**config.mk**
```make
export PLATFORM = sky130hd
export DESIGN_NAME = lfu_cache_lookup_insert
export DESIGN_NICKNAME = d
export VERILOG_FILES = /design/src/lfu_pkg.sv /design/src/lfu_ram.sv /design/src/lfu_cache_lookup_insert.sv
export VERILOG_INCLUDE_DIRS = /design/src /design/src/src
export SDC_FILE = /design/constraint.sdc
export NUM_CORES = 2
export LEC_CHECK = 0
export BUFFER_PORTS_ARGS = -buffer_cell sky130_fd_sc_hd__buf_2
export CORE_UTILIZATION = 34
export CTS_CLUSTER_DIAMETER = 100
export CTS_CLUSTER_SIZE = 14
export DETAILED_ROUTE_END_ITERATION = 6
export GPL_ROUTABILITY_DRIVEN = 0
export GPL_TIMING_DRIVEN = 0
export HOLD_SLACK_MARGIN = 0.03
export PLACE_DENSITY = 0.58
export SYNTH_ARGS = -nofsm -noshare
export SYNTH_HDL_FRONTEND = slang
export SYNTH_SLANG_ARGS = --single-unit
export TNS_END_PERCENT = 1
```
**constraint.sdc**
```tcl
create_clock -name clk -period 12.9 [get_ports clk]
set_input_delay 1.29 -clock clk [delete_from_list [all_inputs] [get_ports clk]]
set_output_delay 1.29 -clock clk [all_outputs]
set_load 0.03 [all_outputs]
```
**src/lfu_cache_lookup_insert_macros.svh**
```systemverilog
// ----------------------------------------------------------------------------
// LFU cache assertion macros
// Shared helpers for concurrent checks, clocked and reset-qualified.
// ----------------------------------------------------------------------------
`ifndef LFU_CACHE_LOOKUP_INSERT_MACROS_SVH
`define LFU_CACHE_LOOKUP_INSERT_MACROS_SVH

// same-cycle implication
`define LFU_ASSERT_IMP(label, clk, rst_n, ante, cons) \
  label: assert property (@(posedge clk) disable iff (!rst_n) (ante) |-> (cons)) \
    else $error("lfu cache assertion failed");

// next-cycle implication
`define LFU_ASSERT_NXT(label, clk, rst_n, ante, cons) \
  label: assert property (@(posedge clk) disable iff (!rst_n) (ante) |=> (cons)) \
    else $error("lfu cache assertion failed");

`endif

```
**src/lfu_pkg.sv**
```systemverilog
// ----------------------------------------------------------------------------
// lfu_pkg
// Shared constants for the LFU cache and its entry memory.
// ----------------------------------------------------------------------------
`default_nettype none

package lfu_pkg;

  localparam int CAPACITY_DEF   = 16;
  localparam int COUNT_BITS_DEF = 16;
  localparam int KEY_W          = 32;
  localparam int VAL_W          = 32;
  localparam int CFG_W          = 5;

  localparam logic [CFG_W-1:0] CAP_RESET = 5'd16;

  localparam logic OP_GET = 1'b0;
  localparam logic OP_PUT = 1'b1;

  // address width for a store of the given depth, at least one bit
  function automatic int addr_bits(input int depth);
    addr_bits = (depth > 1) ? $clog2(depth) : 1;
  endfunction

endpackage

`default_nettype wire

```
**src/lfu_ram.sv**
```systemverilog
// ----------------------------------------------------------------------------
// lfu_ram
// Simple dual-port RAM: one write port, one read port, registered read data.
// ----------------------------------------------------------------------------
`default_nettype none

module lfu_ram #(
  parameter int WIDTH = 8,
  parameter int DEPTH = 16,
  parameter int AW    = (DEPTH > 1) ? $clog2(DEPTH) : 1
) (
  input  wire logic             clk,
  input  wire logic             we,
  input  wire logic [AW-1:0]    waddr,
  input  wire logic [WIDTH-1:0] wdata,
  input  wire logic             re,
  input  wire logic [AW-1:0]    raddr,
  output logic      [WIDTH-1:0] rdata
);

  logic [WIDTH-1:0] mem [DEPTH];

  always_ff @(posedge clk) begin
    if (we) begin
      mem[waddr] <= wdata;
    end
    if (re) begin
      rdata <= mem[raddr];
    end
  end

endmodule

`default_nettype wire

```
**src/lfu_cache_lookup_insert.sv**
```systemverilog
// ----------------------------------------------------------------------------
// lfu_cache_lookup_insert
// Key-value cache with least-frequently-used replacement, LRU tie-break.
// ----------------------------------------------------------------------------
// Pulse start while busy is low to issue a get or put. Busy stays high
// after start is taken while the block issues the first read, reads each
// entry memory word to match the key and pick the eviction victim, then
// runs the update state. The result appears on the out_ ports for exactly
// one cycle with out_valid high, in the first cycle with busy low; it
// cannot be held off, so capture it then. A new item may start in that
// same cycle. Recency ranks and valid bits live in flops; key, value and
// use count live in the entry RAM. Reset clears all entries at once.
// Write capacity through the cfg_ port only while no item is in flight.
// ----------------------------------------------------------------------------
`default_nettype none

module lfu_cache_lookup_insert #(
  parameter int CAPACITY   = lfu_pkg::CAPACITY_DEF,
  parameter int COUNT_BITS = lfu_pkg::COUNT_BITS_DEF
) (
  input  wire logic                             clk,
  input  wire logic                             rst_n,
  input  wire logic                             start,
  output logic                                  busy,
  input  wire logic                             in_opcode,
  input  wire logic signed [lfu_pkg::KEY_W-1:0] in_lookup_key,
  input  wire logic signed [lfu_pkg::VAL_W-1:0] in_write_value,
  output logic                                  out_valid,
  output logic                                  out_hit,
  output logic signed [lfu_pkg::VAL_W-1:0]      out_read_value,
  input  wire logic                             cfg_valid,
  output logic                                  cfg_ready,
  input  wire logic [lfu_pkg::CFG_W-1:0]        cfg_data
);

  import lfu_pkg::*;
  `include "lfu_cache_lookup_insert_macros.svh"

  localparam int IW  = addr_bits(CAPACITY);
  localparam int OW  = $clog2(CAPACITY + 1);
  localparam int WW  = KEY_W + VAL_W + COUNT_BITS;
  localparam logic [IW-1:0]         LAST_IDX  = IW'(CAPACITY - 1);
  localparam logic [COUNT_BITS-1:0] COUNT_MAX = {COUNT_BITS{1'b1}};

  typedef enum logic [2:0] {
    ST_IDLE = 3'b001,
    ST_SCAN = 3'b010,
    ST_UPD  = 3'b100
  } state_t;

  state_t state_r, state_nxt;

  logic [CFG_W-1:0] cap_r;
  logic [OW-1:0]    occ_r, occ_nxt;
  logic [CAPACITY-1:0] valid_r, valid_nxt;
  logic [IW-1:0]    rank_r [CAPACITY];
  logic [IW-1:0]    rank_nxt [CAPACITY];

  // latched item
  logic             op_r;
  logic [KEY_W-1:0] key_r;
  logic [VAL_W-1:0] wval_r;

  // scan pipeline
  logic          issue_r;
  logic [IW-1:0] addr_r;
  logic          rd_vld_r;
  logic [IW-1:0] rd_idx_r;

  // scan trackers
  logic                  hit_r;
  logic [IW-1:0]         mi_r;
  logic [VAL_W-1:0]      mval_r;
  logic [COUNT_BITS-1:0] mcnt_r;
  logic [IW-1:0]         mrank_r;
  logic                  vfound_r;
  logic [IW-1:0]         vi_r;
  logic [COUNT_BITS-1:0] vcnt_r;
  logic [IW-1:0]         vrank_r;
  logic                  ffound_r;
  logic [IW-1:0]         fi_r;

  logic                  out_valid_r, out_hit_r;
  logic [VAL_W-1:0]      out_val_r;

  // RAM
  logic          ram_we;
  logic [IW-1:0] ram_waddr;
  logic [WW-1:0] ram_wdata, ram_rdata;

  lfu_ram #(
    .WIDTH (WW),
    .DEPTH (CAPACITY),
    .AW    (IW)
  ) u_entry_ram (
    .clk   (clk),
    .we    (ram_we),
    .waddr (ram_waddr),
    .wdata (ram_wdata),
    .re    (issue_r),
    .raddr (addr_r),
    .rdata (ram_rdata)
  );

  // entry word fields
  logic [KEY_W-1:0]      rd_key;
  logic [VAL_W-1:0]      rd_val;
  logic [COUNT_BITS-1:0] rd_cnt;
  logic                  rd_ent_vld;
  logic [IW-1:0]         rd_rank;

  assign rd_key     = ram_rdata[WW-1 -: KEY_W];
  assign rd_val     = ram_rdata[COUNT_BITS +: VAL_W];
  assign rd_cnt     = ram_rdata[COUNT_BITS-1:0];
  assign rd_ent_vld = valid_r[rd_idx_r];
  assign rd_rank    = rank_r[rd_idx_r];

  logic better_victim;
  assign better_victim = !vfound_r || (rd_cnt < vcnt_r) ||
                         ((rd_cnt == vcnt_r) && (rd_rank > vrank_r));

  // update decisions
  logic [OW-1:0] capc;
  logic          do_touch, do_ins, do_evict;
  logic [IW-1:0] slot;

  assign capc     = (32'(cap_r) > CAPACITY) ? OW'(CAPACITY) : OW'(cap_r);
  assign do_touch = hit_r && ((op_r == OP_GET) || (capc != '0));
  assign do_ins   = !hit_r && (op_r == OP_PUT) && (capc != '0);
  assign do_evict = do_ins && (occ_r >= capc) && vfound_r;
  assign slot     = (do_evict && (!ffound_r || (vi_r < fi_r))) ? vi_r : fi_r;

  always_comb begin
    valid_nxt = valid_r;
    occ_nxt   = occ_r;
    for (int j = 0; j < CAPACITY; j++) begin
      rank_nxt[j] = rank_r[j];
    end
    if (state_r == ST_UPD) begin
      if (do_touch) begin
        for (int j = 0; j < CAPACITY; j++) begin
          if (valid_r[j] && (rank_r[j] < mrank_r)) begin
            rank_nxt[j] = rank_r[j] + 1'b1;
          end
        end
        rank_nxt[mi_r] = '0;
      end else if (do_ins) begin
        for (int j = 0; j < CAPACITY; j++) begin
          if (valid_r[j]) begin
            if (do_evict && (rank_r[j] > vrank_r)) begin
              rank_nxt[j] = rank_r[j];
            end else begin
              rank_nxt[j] = rank_r[j] + 1'b1;
            end
          end
        end
        if (do_evict) begin
          valid_nxt[vi_r] = 1'b0;
        end
        valid_nxt[slot] = 1'b1;
        rank_nxt[slot]  = '0;
        if (!do_evict) begin
          occ_nxt = occ_r + 1'b1;
        end
      end
    end
  end

  always_comb begin
    ram_we    = (state_r == ST_UPD) && (do_touch || do_ins);
    ram_waddr = do_touch ? mi_r : slot;
    if (do_touch) begin
      ram_wdata = {key_r, (op_r == OP_GET) ? mval_r : wval_r,
                   (mcnt_r == COUNT_MAX) ? mcnt_r : mcnt_r + 1'b1};
    end else begin
      ram_wdata = {key_r, wval_r, COUNT_BITS'(1)};
    end
  end

  always_comb begin
    state_nxt = state_r;
    case (state_r)
      ST_IDLE: if (start) state_nxt = ST_SCAN;
      ST_SCAN: if (rd_vld_r && (rd_idx_r == LAST_IDX)) state_nxt = ST_UPD;
      ST_UPD:  state_nxt = ST_IDLE;
      default: state_nxt = ST_IDLE;
    endcase
  end

  always_ff @(posedge clk) begin
    if (!rst_n) begin
      state_r     <= ST_IDLE;
      cap_r       <= CAP_RESET;
      occ_r       <= '0;
      valid_r     <= '0;
      issue_r     <= 1'b0;
      rd_vld_r    <= 1'b0;
      out_valid_r <= 1'b0;
    end else begin
      state_r     <= state_nxt;
      occ_r       <= occ_nxt;
      valid_r     <= valid_nxt;
      out_valid_r <= (state_r == ST_UPD);
      if (cfg_valid && cfg_ready) begin
        cap_r <= cfg_data;
      end
      if ((state_r == ST_IDLE) && start) begin
        issue_r  <= 1'b1;
        rd_vld_r <= 1'b0;
      end else begin
        // advance the read address until the last entry is issued
        rd_vld_r <= issue_r;
        if (issue_r && (addr_r == LAST_IDX)) begin
          issue_r <= 1'b0;
        end
      end
    end
  end

  always_ff @(posedge clk) begin
    for (int j = 0; j < CAPACITY; j++) begin
      rank_r[j] <= rank_nxt[j];
    end
    if ((state_r == ST_IDLE) && start) begin
      op_r     <= in_opcode;
      key_r    <= in_lookup_key;
      wval_r   <= in_write_value;
      addr_r   <= '0;
      hit_r    <= 1'b0;
      vfound_r <= 1'b0;
      ffound_r <= 1'b0;
    end else begin
      if (issue_r) begin
        rd_idx_r <= addr_r;
        if (addr_r != LAST_IDX) begin
          addr_r <= addr_r + 1'b1;
        end
      end
      if (rd_vld_r && (state_r == ST_SCAN)) begin
        if (rd_ent_vld) begin
          if (!hit_r && (rd_key == key_r)) begin
            hit_r   <= 1'b1;
            mi_r    <= rd_idx_r;
            mval_r  <= rd_val;
            mcnt_r  <= rd_cnt;
            mrank_r <= rd_rank;
          end
          if (better_victim) begin
            vfound_r <= 1'b1;
            vi_r     <= rd_idx_r;
            vcnt_r   <= rd_cnt;
            vrank_r  <= rd_rank;
          end
        end else if (!ffound_r) begin
          ffound_r <= 1'b1;
          fi_r     <= rd_idx_r;
        end
      end
    end
    if (state_r == ST_UPD) begin
      out_hit_r <= hit_r;
      if (op_r == OP_GET) begin
        out_val_r <= hit_r ? mval_r : '1;
      end else begin
        out_val_r <= '0;
      end
    end
  end

  assign busy           = (state_r != ST_IDLE);
  assign cfg_ready      = 1'b1;
  assign out_valid      = out_valid_r;
  assign out_hit        = out_hit_r;
  assign out_read_value = out_val_r;

  `LFU_ASSERT_IMP(a_strobe_idle, clk, rst_n, out_valid_r, state_r == ST_IDLE)
  `LFU_ASSERT_NXT(a_start_busy, clk, rst_n, start && !busy, busy)
  `LFU_ASSERT_NXT(a_upd_result, clk, rst_n, state_r == ST_UPD, out_valid_r)
  `LFU_ASSERT_IMP(a_occ_match, clk, rst_n, 1'b1, $countones(valid_r) == 32'(occ_r))

endmodule

`default_nettype wire

```
==> out/results.ini <==
[global_routing]
grt_max_degree=48
first_global_vias=35159
antenna_found_initial=5
grt-ovfl-total=0
grt.total_usage_pct=17.6
grt_pass1_wl_mm=253

[yosys]
post_synth_and_or_nand_nor_area_fraction_pct=2.88
compound_cell_area_share_of_the_yosys_netlist_pct=5.05
post_synth_mux_area_share_pct=14.4
synth-adder-area-share_pct=2.94
synthXorXnorAreaFrac_pct=0.569
synth_async_sr_flop_share_pct=0
syn-num-nets=3711
per_instance_average_area_after_synthesis_um2=19.5
synth-edff-count=1610
syn-instance-count=3478
yosys_warning_total=0
mappedNetlistArea_mm2=0.0678
largest_family_of_logic_cells_by_synthesized_area=multiplexers
synth_seq_cells=1653
library_cells_used_by_synthesis=72
synth_ff_type=edfxtp_1
ys_seq_area_share_pct=72.6

[sta]
number_of_max_slew_violations_in_the_final_report=0
final_min_period_over_clock_period_pct=43.6
max_slew_margin_pct=10.2
grt_setup_unrepaired=no
timing.final.crit_period_ns=5.62
max_freq_mhz=178
timing.final.setup_violations=0
slew_of_the_pin_with_the_lowest_slew_margin_ns=1.34
timing_hold_violations_final=0
fin_hold_ws_ns=0.410
clock_skew_ns=0.0338

[critical_path]
cp_data_arrival_time_ns=6.08
critical_path.reg2reg.endpoint=u_entry_ram.mem[13][58]
critical_path.max_fanout=20
cp.required_ns=13.36
setup.worst_path.start=cap_r[4]
r2r.worst_path.cells=15
setup.worst_path.class=register to register
reg2reg_slack_ns=7.28
setup.worst_path.start_class=register
critical_path.endpoint=u_entry_ram.mem[13][58]
timing.rr.start=cap_r[4]
endpoint_kind=register

[route]
detail_route.wl_per_cell_um=27.4
detail_route.drc_violations=0
drt-pass1-iter-count=5
via_density_per_instance=5.42
dr.first_iter.drc_count=3887
ant_nets=0
detailroute.via_count=35220
routed_wl_mm=178

[cells_and_area]
cell_area_after_layout_mm2=0.0776
layout-area-overhead-vs-synth_pct=14.6
final_layout_size_suffix_gt1_share_pct=23.0
finish.net_count=4056
filler_cells=17620
layoutNonFillerInstCount=6493

[pwr]
power.internal_w=0.00850
relative_contribution_of_sequential_cells_to_total_power_pct=54.4
ir_worst_vdd_v=0.000111
power.static_leakage_nw=23.9
report.power.total_w=0.0111
sw_frac_of_total_pct=23.1
power.combinational.fraction_pct=10.8
p_per_area_mw_per_mm2=142
power.clock.fraction_pct=34.8
netSwitchingPower_w=0.00256

[cts]
cts.repair_timing.setup_buffer_count=0
clock_latency_ns=0.79
clk_pin_slew_worst_paths_ns=0.07
cts.htree.levels=4
cts_tree=built
number_of_buffers_created_by_cts=137
cts_buffer_depth=3
cts.sink_count=1653
cts_root_buffer=clkbuf_16
cts_hold_buffers=0
cts_resized=0

[floorplan]
design.die.area_mm2=0.201
core_region_area_mm2=0.198
dieWidth_um=448
rows=163
die_h_um=448
initial_utilization_pct=34.3
top_level_ports=110

[placed_design]
placed_cells=6323
dp.final_hpwl_mm=114
cell_area_reported_after_detailed_placement_mm2=0.0738
port_buffers=106

[flow_run]
drv.max_cap_violation_count=0

[run_status]
run_status=finished, final reports clean

[hold_path]
worstHoldPathType=register to register

## critical path: stages (launching register included)
cell       delay, ns
dfxtp_1         0.48
inv_1           0.15
ha_1            0.35
a21oi_1         0.16
nand2_1         0.10
a2bb2oi_2       0.39
clkbuf_1        0.86
nor2_2          0.23
o311ai_2        0.52
nand2b_1        0.36
nor2_4          0.61
buf_16          0.24
buf_16          0.18
buf_12          0.19
buf_12          0.20
buf_12          0.23
## metrics by stage
stage	worst slack, ns	TNS, ns	util (%)
after floorplan	5.09	0	-
after global placement	-4.36	-5393.55	36.2
after detailed placement	7.33	0	37.3
after CTS	7.28	0	39.3
after global routing	7.01	0	39.3
final	7.28	0	39.3
## synth_stat cells (8+ instances only)
cell | number | share of area [%]
buf_2 | 12 | 0.089
buf_1 | 34 | 0.19
o21bai_1 | 15 | 0.17
nand2_1 | 150 | 0.83
o41ai_2 | 10 | 0.24
edfxtp_1 | 1610 | 71
nor4_1 | 12 | 0.11
mux4_2 | 425 | 14
a21oi_1 | 147 | 1.1
o21ai_0 | 107 | 0.79
nor3_1 | 29 | 0.21
clkbuf_1 | 95 | 0.53
a21o_1 | 10 | 0.11
nand2b_1 | 41 | 0.38
ha_1 | 159 | 2.9
dfxtp_1 | 43 | 1.3
or2_2 | 8 | 0.074
a41oi_1 | 21 | 0.27
nand4_1 | 12 | 0.11
xnor2_1 | 12 | 0.16
a31oi_1 | 39 | 0.36
a22o_1 | 14 | 0.18
o21a_1 | 22 | 0.24
o41ai_1 | 18 | 0.23
mux2_2 | 9 | 0.15
nor2b_1 | 14 | 0.13
nor2_1 | 76 | 0.42
nand3_1 | 38 | 0.28
a22oi_1 | 9 | 0.10
inv_1 | 121 | 0.67
xor2_1 | 32 | 0.41
o211ai_1 | 20 | 0.22
a211oi_1 | 14 | 0.16
## metal layers
layer	share of wire (%)	track usage [%]
met1	43	24.7
met2	48	28.8
met3	6.7	2.79
met4	2.0	3.95
met5	0	0
## cell usage in the layout, fill, tap and decap left out, drive strengths merged, types with 15 or more instances in the layout
cell type	instances
a21oi	148
a31oi	39
a41oi	21
buf	258
clkbuf	249
dfxtp	43
edfxtp	1610
ha	159
inv	129
mux4	425
nand2	150
nand2b	41
nand3	38
nor2	79
nor3	29
o211ai	20
o21a	22
o21ai	111
o21bai	15
o41ai	31
xor2	32
## worst min-delay path by stage
stage	end	slack, ns	startpoint	cells after the start
4_1_cts	mval_r[16]	0.40	u_entry_ram.rdata[32]	0
6_report	mval_r[16]	0.41	u_entry_ram.rdata[32]	0
5_1_grt	mval_r[16]	0.41	u_entry_ram.rdata[32]	0
2_1_floorplan	mval_r[0]	0.40	u_entry_ram.rdata[16]	0
3_3_place_gp	mval_r[18]	0.40	u_entry_ram.rdata[34]	0
3_5_place_dp	mval_r[17]	0.40	u_entry_ram.rdata[33]	0
## logic make-up after synthesis
group / Yosys count
flops: 1653
compound gates: 500
mux: 440
simple gates: 411
buf+inv: 270
fa+ha+maj: 159
xor+xnor: 44
other cells: 1
## final cells by class
class | instances | area [um2] | area share (%)
buffer | 149 | 618 | 0.796
sequential | 1653 | 49200 | 63.4
clock buffer | 153 | 3580 | 4.62
clock inverter | 15 | 239 | 0.308
antenna | 1 | 2.50 | 0.00322
inverter | 121 | 457 | 0.588
multi-input combinational | 1555 | 17700 | 22.7
timing repair buffer | 206 | 2580 | 3.32
tap | 2640 | 3300 | 4.25
## power by group through the flow
stage               logic, W  registers (W)  clock network [W]
floorplan           0.000805        0.00611                  0
global placement     0.00118        0.00615                  0
detailed placement   0.00121        0.00613                  0
CTS                  0.00122        0.00602            0.00394
global route         0.00126        0.00602            0.00411
finish               0.00119        0.00602            0.00385
## state kept, by name, summed over array words and instances (netlist names), 5 cells and up, named ones only
signal and cells:
cap_r 5, key_r 32, mcnt_r 16, mval_r 32, occ_r 5, out_read_value 32, rank_r 64, u_entry_ram.mem 1280
u_entry_ram.rdata 80, valid_r 16, vcnt_r 16, wval_r 32
No activity file was read; power rests on OpenSTA's default activity.
